===== src/rtl/core/ftflp_pkg.sv =====
package ftflp_pkg;

    localparam int WORD_BITS      = 32;
    localparam int WORDS_PER_LINE = 4;
    localparam int MAX_LANES      = 6;

    localparam int LANE_CNT_BITS = 3;
    localparam int WIDX_BITS     = 2;
    localparam int LWIDTH_BITS   = 6;
    localparam int MAG_BITS      = 56;

    localparam logic [WIDX_BITS-1:0] LAST_WIDX = WIDX_BITS'(WORDS_PER_LINE - 1);
    localparam logic [7:0]           EXP_SPECIAL = 8'hFF;

    // One result word with its place in the line.
    typedef struct packed {
        logic [WORD_BITS-1:0] word;
        logic [WIDX_BITS-1:0] index;
        logic                 last;
    } out_word_t;

    // Effective lane count: zero acts as one, anything above the maximum clamps.
    function automatic logic [LANE_CNT_BITS-1:0] eff_lanes(input logic [LANE_CNT_BITS-1:0] n);
        logic [LANE_CNT_BITS-1:0] r;
        r = n;
        if (n == '0)
            r = LANE_CNT_BITS'(1);
        if (n > LANE_CNT_BITS'(MAX_LANES))
            r = LANE_CNT_BITS'(MAX_LANES);
        return r;
    endfunction

    // Lane width for a given lane count.
    function automatic logic [LWIDTH_BITS-1:0] lane_width(input logic [LANE_CNT_BITS-1:0] n);
        logic [LWIDTH_BITS-1:0] w;
        case (n)
            3'd1:    w = LWIDTH_BITS'(WORD_BITS / 1);
            3'd2:    w = LWIDTH_BITS'(WORD_BITS / 2);
            3'd3:    w = LWIDTH_BITS'(WORD_BITS / 3);
            3'd4:    w = LWIDTH_BITS'(WORD_BITS / 4);
            3'd5:    w = LWIDTH_BITS'(WORD_BITS / 5);
            3'd6:    w = LWIDTH_BITS'(WORD_BITS / 6);
            default: w = LWIDTH_BITS'(WORD_BITS);
        endcase
        return w;
    endfunction

    // Float to signed fixed point of width w with w/2 fraction bits,
    // truncating toward zero and saturating to the lane range.
    function automatic logic [WORD_BITS-1:0] convert(input logic [31:0] fb,
                                                     input logic [LWIDTH_BITS-1:0] w);
        logic                   neg;
        logic [7:0]             ex;
        logic [23:0]            man;
        logic signed [9:0]      sh;
        logic [4:0]             rsh;
        logic [MAG_BITS-1:0]    mag;
        logic [MAG_BITS-1:0]    lim;
        logic                   sat;
        logic                   nan;
        logic [WORD_BITS-1:0]   m32;
        logic [WORD_BITS-1:0]   mask;
        neg  = fb[31];
        ex   = fb[30:23];
        man  = {(ex != 8'd0), fb[22:0]};
        sh   = $signed({2'b00, ((ex == 8'd0) ? 8'd1 : ex)}) - 10'sd150
             + $signed({5'b00000, w[LWIDTH_BITS-1:1]});
        rsh  = 5'(-sh);
        lim  = MAG_BITS'(1) << (w - LWIDTH_BITS'(1));
        nan  = 1'b0;
        sat  = 1'b0;
        mag  = '0;
        if (ex == EXP_SPECIAL) begin
            nan = (fb[22:0] != 23'd0);
            sat = ~nan;
        end else if (sh >= 10'sd32) begin
            sat = 1'b1;
        end else if (sh >= 10'sd0) begin
            mag = MAG_BITS'(man) << sh[4:0];
        end else if (sh > -10'sd24) begin
            mag = MAG_BITS'(man) >> rsh;
        end
        if (!sat && !nan) begin
            if (neg && mag > lim)
                sat = 1'b1;
            if (!neg && mag >= lim)
                sat = 1'b1;
        end
        if (sat)
            mag = neg ? lim : lim - MAG_BITS'(1);
        m32 = mag[WORD_BITS-1:0];
        if (neg)
            m32 = WORD_BITS'(0) - m32;
        mask = WORD_BITS'((33'(1) << w) - 33'(1));
        return nan ? '0 : (m32 & mask);
    endfunction

endpackage


===== src/rtl/core/float_to_fixed_lane_packer.sv =====
// Converts one IEEE-754 single-precision value per cycle, unless stalled, to a
// signed fixed-point lane (width 32/lanes_per_word, half of it fraction bits,
// truncated toward zero, saturated, NaN as zero) and packs lanes from bit 0 upward
// into 32-bit words of four-word lines; completed words are registered. A flush
// request pads the line: it emits the pending word at once, then one
// zero word per cycle while the skid entry is empty, up to three, holding off
// new requests. A two-entry output stage (output register plus skid entry) lets
// requests flow while one result waits; the input stalls on a full skid or padding.
// Write lanes_per_word only while idle; a write discards the partial word.
module float_to_fixed_lane_packer (
    input  logic        clk,
    input  logic        rst_n,
    input  logic        in_valid,
    output logic        in_stall,
    input  logic [31:0] float_bits,
    input  logic        flush,
    output logic        out_valid,
    input  logic        out_stall,
    output logic [31:0] packed_word,
    output logic [1:0]  word_index,
    output logic        last_of_line,
    input  logic        psel,
    input  logic        penable,
    input  logic        pwrite,
    input  logic [2:0]  paddr,
    input  logic [31:0] pwdata,
    output logic [31:0] prdata,
    output logic        pready
);

    logic [ftflp_pkg::LANE_CNT_BITS-1:0] lanes_reg, lanes_next;
    logic [ftflp_pkg::WORD_BITS-1:0]     acc_reg, acc_next;
    logic [ftflp_pkg::LANE_CNT_BITS-1:0] lane_reg, lane_next;
    logic [ftflp_pkg::WIDX_BITS-1:0]     wpos_reg, wpos_next;
    logic [ftflp_pkg::WIDX_BITS-1:0]     pad_reg, pad_next;
    logic                                ovalid_reg, ovalid_next;
    logic                                svalid_reg, svalid_next;
    ftflp_pkg::out_word_t                oword_reg, oword_next;
    ftflp_pkg::out_word_t                sword_reg, sword_next;

    logic                                accept;
    logic                                cfg_wr;
    logic                                push;
    logic [ftflp_pkg::WORD_BITS-1:0]     push_word;
    logic                                move;
    logic [ftflp_pkg::LANE_CNT_BITS-1:0] lanes;
    logic [ftflp_pkg::LWIDTH_BITS-1:0]   lwidth;
    logic [ftflp_pkg::WORD_BITS-1:0]     code;
    logic [ftflp_pkg::WORD_BITS-1:0]     merged;
    logic [ftflp_pkg::LANE_CNT_BITS-1:0] lane_inc;
    ftflp_pkg::out_word_t                push_item;

    // Handshakes and register port.
    assign in_stall  = svalid_reg | (pad_reg != '0);
    assign accept    = in_valid & ~in_stall;
    assign pready    = 1'b1;
    assign cfg_wr    = psel & penable & pwrite & (paddr == 3'd0);
    assign prdata    = (paddr == 3'd0) ? {29'd0, lanes_reg} : 32'd0;
    assign move      = ~ovalid_reg | ~out_stall;

    assign out_valid    = ovalid_reg;
    assign packed_word  = oword_reg.word;
    assign word_index   = oword_reg.index;
    assign last_of_line = oword_reg.last;

    // Conversion and lane placement.
    assign lanes    = ftflp_pkg::eff_lanes(lanes_reg);
    assign lwidth   = ftflp_pkg::lane_width(lanes);
    assign code     = ftflp_pkg::convert(float_bits, lwidth);
    assign merged   = acc_reg | (code << (lane_reg * 3'(1) * lwidth));
    assign lane_inc = lane_reg + ftflp_pkg::LANE_CNT_BITS'(1);

    // Word producer: configuration writes, data requests, flush requests and padding words.
    always_comb
    begin
        lanes_next = lanes_reg;
        acc_next   = acc_reg;
        lane_next  = lane_reg;
        pad_next   = pad_reg;
        push       = 1'b0;
        push_word  = acc_reg;
        if (cfg_wr) begin
            lanes_next = pwdata[2:0];
            acc_next   = '0;
            lane_next  = '0;
        end else if (pad_reg != '0) begin
            if (!svalid_reg) begin
                push      = 1'b1;
                push_word = '0;
                pad_next  = pad_reg - ftflp_pkg::WIDX_BITS'(1);
            end
        end else if (accept) begin
            if (flush) begin
                if (lane_reg != '0 || wpos_reg != '0) begin
                    push      = 1'b1;
                    push_word = acc_reg;
                    acc_next  = '0;
                    lane_next = '0;
                    pad_next  = ftflp_pkg::LAST_WIDX - wpos_reg;
                end
            end else if (lane_inc >= lanes) begin
                push      = 1'b1;
                push_word = merged;
                acc_next  = '0;
                lane_next = '0;
            end else begin
                acc_next  = merged;
                lane_next = lane_inc;
            end
        end
    end

    // Line position of the produced word.
    always_comb
    begin
        push_item.word  = push_word;
        push_item.index = wpos_reg;
        push_item.last  = (wpos_reg == ftflp_pkg::LAST_WIDX);
        wpos_next       = wpos_reg;
        if (push)
            wpos_next = push_item.last ? '0 : wpos_reg + ftflp_pkg::WIDX_BITS'(1);
    end

    // Output register with one skid entry.
    always_comb
    begin
        ovalid_next = ovalid_reg;
        svalid_next = svalid_reg;
        oword_next  = oword_reg;
        sword_next  = sword_reg;
        if (push) begin
            if (move) begin
                ovalid_next = 1'b1;
                oword_next  = push_item;
            end else begin
                svalid_next = 1'b1;
                sword_next  = push_item;
            end
        end else if (move) begin
            ovalid_next = svalid_reg;
            oword_next  = sword_reg;
            svalid_next = 1'b0;
        end
    end

    // State registers.
    always_ff @(posedge clk or negedge rst_n)
    begin
        if (!rst_n) begin
            lanes_reg  <= ftflp_pkg::LANE_CNT_BITS'(1);
            acc_reg    <= '0;
            lane_reg   <= '0;
            wpos_reg   <= '0;
            pad_reg    <= '0;
            ovalid_reg <= 1'b0;
            svalid_reg <= 1'b0;
        end else begin
            lanes_reg  <= lanes_next;
            acc_reg    <= acc_next;
            lane_reg   <= lane_next;
            wpos_reg   <= wpos_next;
            pad_reg    <= pad_next;
            ovalid_reg <= ovalid_next;
            svalid_reg <= svalid_next;
        end
    end

    // Payload registers.
    always_ff @(posedge clk)
    begin
        oword_reg <= oword_next;
        sword_reg <= sword_next;
    end

endmodule

===== config.mk =====
export PLATFORM = sky130hd
export DESIGN_NAME = float_to_fixed_lane_packer
export DESIGN_NICKNAME = d
export VERILOG_FILES = /design/src/rtl/core/ftflp_pkg.sv /design/src/rtl/core/float_to_fixed_lane_packer.sv
export SDC_FILE = /design/constraint.sdc
export NUM_CORES = 1
export LEC_CHECK = 0
export ABC_AREA = 1
export BUFFER_PORTS_ARGS = -buffer_cell sky130_fd_sc_hd__buf_2
export CAP_MARGIN = 40
export CORE_AREA = 2 2 154 156
export CTS_BUF_LIST = sky130_fd_sc_hd__clkbuf_4
export CTS_CLUSTER_DIAMETER = 120
export DETAILED_ROUTE_END_ITERATION = 7
export DIE_AREA = 0 0 156 158
export GPL_ROUTABILITY_DRIVEN = 1
export PLACE_DENSITY = 0.83
export SLEW_MARGIN = 40
export SYNTH_ARGS = -nofsm -noshare
export SYNTH_HDL_FRONTEND = slang
export SYNTH_SLANG_ARGS = --single-unit

===== constraint.sdc =====
create_clock -name clk -period 9.6 [get_ports clk]
set_input_delay 0.48 -clock clk [delete_from_list [all_inputs] [get_ports clk]]
set_output_delay 0.48 -clock clk [all_outputs]
set_load 0.03 [all_outputs]

==> impl_metrics.toml <==
[timing]
period_minus_slack_ps = 8600
tightest_slew_ps = 809
finalHoldViolCount = 0
fmax_ghz = 0.116
setup_viol = 0
drv_slew = 0
rsz0062_at_grt = "no"
period_share = 0.896
finalClockSkew_ps = 22.9
fin_tns_setup_ps = 0
slew_headroom = 0.458

[synthesis]
synth_ff_type = "edfxtp_1"
yosysSeqAreaShare = 0.226
synth_area_um2 = 14200
syn-mean-instance-area_um2 = 6.04
synth_xor_area_frac = 0.00723
synthAdderAreaFrac = 0.0756
synth_compound_area_frac = 0.145
ys_seq_elements = 114
yosysWarnings = 0
synth_top_family_by_area = "simple AND/OR/NAND/NOR gates"
synth-edff-count = 70
muxShareOfSynthArea = 0.00212
async_flop_share = 0.386
synthSimpleGateAreaFrac = 0.434
syn_inst = 2351
ys_types = 53

[route]
ant_nets = 0
drt_iter0_markers = 1225
via_per_inst = 5.76
vias = 15700
remaining_drc_errors = 0
drt_wl_total_um = 42600
post_drt_wl_per_cell_um = 15.6
drt_first_pass_iters = 6

[clock_tree]
cts.htree.levels = 4
clockBufferDepth = 2
numCtsBuffers = 17
clk_latency_ps = 520
ctsResizeCount = 0
clk_transition_reported_paths_ps = 120
clock-sinks = 114
cts-root-buf = "clkbuf_4"
cts_tree = "done"

[cells_and_area]
fillers = 2327
largest_reg_flops = 35
multi_input_area_um2 = 9760
nNetsFinal = 2578
postLayoutCellArea_um2 = 15000
drive_above_1_share = 0.0945
regArea_um2 = 3200
syn_to_final_growth_pct = 5.32

[grt]
antenna_found_initial = 1
grt_pass1_wl_um = 69100
grt_overflow_total = 0
gr-usage-all-layers = 0.347
grt_pass1_vias = 14300
grt_max_degree = 59

[setup_path]
crit_top_cell = "nand2_1"
path_class = "flop to flop"
cp-end-kind = "flop"
cp_max_fo = 32
crit_path_top_delay_cell = "dfrtp_1"
start_kind = "flop"
ff2ff_setup_slack_ps = 1000
required_ps = 9860
crit_path_max_incr_delay_ps = 610
crit_arrival_ps = 8860
crit_buf_inv = 4
crit_family = "simple AND/OR/NAND/NOR gates"

[die]
dieArea_um2 = 24600
fp.coreArea_um2 = 23100
placementRows = 56
die_y_um = 158
die_w_um = 156
ios = 145
start_util = 0.616

[job]
maxCapViolations = 0

[placed_design]
place_area_um2 = 14700
dp_hpwl_um = 33100
place.gp.congestion = 1.00
portBuffers = 85

[power_and_ir_drop]
power_density_nw_per_um2 = 314
vdd_drop_max_mv = 0.195
p_leak_uw = 0.00762

[min_path]
min_path_type = "primary input to flop"

[outcome]
status = "completed"
## report_power, final
group	switching, uW	internal [uW]	total, uW
logic	2560	999	3560
clock network	211	110	321
registers	71.6	741	813
total	2840	1850	4690
## layer usage
layer / GRT usage / vias up / part of all wire
li1: - / 7842 / -
met1: 0.409 / 7156 / 0.39
met2: 0.640 / 604 / 0.50
met3: 0.0276 / 107 / 0.057
met4: 0.165 / 0 / 0.046
met5: 0 / - / 0
## cells by family (layout without fill, tap and decap cells)
group	Yosys count	count (layout)
other	2	84
buffers and inverters	339	341
XOR/XNOR	10	10
AND/OR/NAND/NOR	1438	1438
flip-flops	114	114
AO/OA/AOI/OAI	362	362
multiplexers	3	3
adder cells (fa/ha/maj)	83	83
## final timing paths
kind | from | to | cells after the start
setup / recovery | lanes_reg[2] | sword_reg[29] | 47
hold / removal | pwdata[2] | lanes_reg[2] | 3
setup reg to reg | lanes_reg[2] | sword_reg[29] | 47
hold reg to reg | wpos_reg[0] | wpos_reg[0] | 1
max in group asynchronous | rst_n | acc_reg[1] | 2
min in group asynchronous | rst_n | acc_reg[28] | 2
## what timing repair did
item	4_1_cts	5_1_grt
setup buffers	0	0
setup endpoints to repair	0	0
hold buffers	1	0
endpoints found under the hold margin	43	0
## final cells by class
class / count / share of cell area
multi-input combinational: 1979 / 0.652
inverter: 197 / 0.0496
clock inverter: 15 / 0.00828
sequential: 114 / 0.214
antenna: 1 / 0.000167
tap: 290 / 0.0243
clock buffer: 17 / 0.00854
timing repair buffer: 112 / 0.0423
## tightest hold or removal path: cells and delay by family
family | cells | cell delay (ps)
buffers and inverters | 1 | 70
AOI/OAI and AO/OA | 1 | 60
and+or+nand+nor | 1 | 40
## stage by stage
stage | std cells | utilization | hold slack [ps] | total power (uW) | setup WS [ps]
6_report | 2725 | 0.649 | 158 | 4690 | 995
5_1_grt | 2725 | 0.649 | 141 | 5140 | 162
4_1_cts | 2724 | 0.648 | 135 | 4630 | 867
3_5_place_dp | 2691 | 0.637 | 507 | 4300 | 922
3_3_place_gp | 2691 | 0.637 | 504 | 4250 | 1080
2_1_floorplan | 2432 | - | 184 | 3510 | 2730
## synthesized netlist by cell type (13+ instances only)
| library cell | number | area [um2] |
|---|---|---|
| inv_1 | 188 | 706 |
| a21oi_1 | 113 | 566 |
| nor2_2 | 13 | 81.3 |
| a22oi_1 | 22 | 165 |
| ha_1 | 77 | 963 |
| edfxtp_1 | 70 | 2100 |
| nor3_1 | 16 | 80.1 |
| nand2_2 | 28 | 175 |
| buf_2 | 34 | 170 |
| nor2_1 | 208 | 781 |
| nand2_1 | 804 | 3020 |
| o211ai_1 | 20 | 150 |
| o21ai_1 | 16 | 80.1 |
| o21ai_0 | 143 | 716 |
| nand4_1 | 37 | 231 |
| clkbuf_1 | 49 | 184 |
| dfrtp_1 | 43 | 1080 |
| nand3_1 | 293 | 1470 |
| buf_4 | 42 | 315 |
## layout by cell type (no fill, tap or decap), drive strengths merged, types with 7 or more instances in the layout
cell and instances:
a21oi 125, a22oi 22, buf 111, clkbuf 17, clkinv 7, conb 83
dfrtp 43, edfxtp 70, ha 77, inv 202, nand2 839, nand3 296
nand3b 10, nand4 37, nor2 225, nor3 17, nor4 7, o211ai 20
o21a 9, o21ai 159, o22ai 7, xnor2 8
No activity file was read; power rests on OpenSTA's default activity.
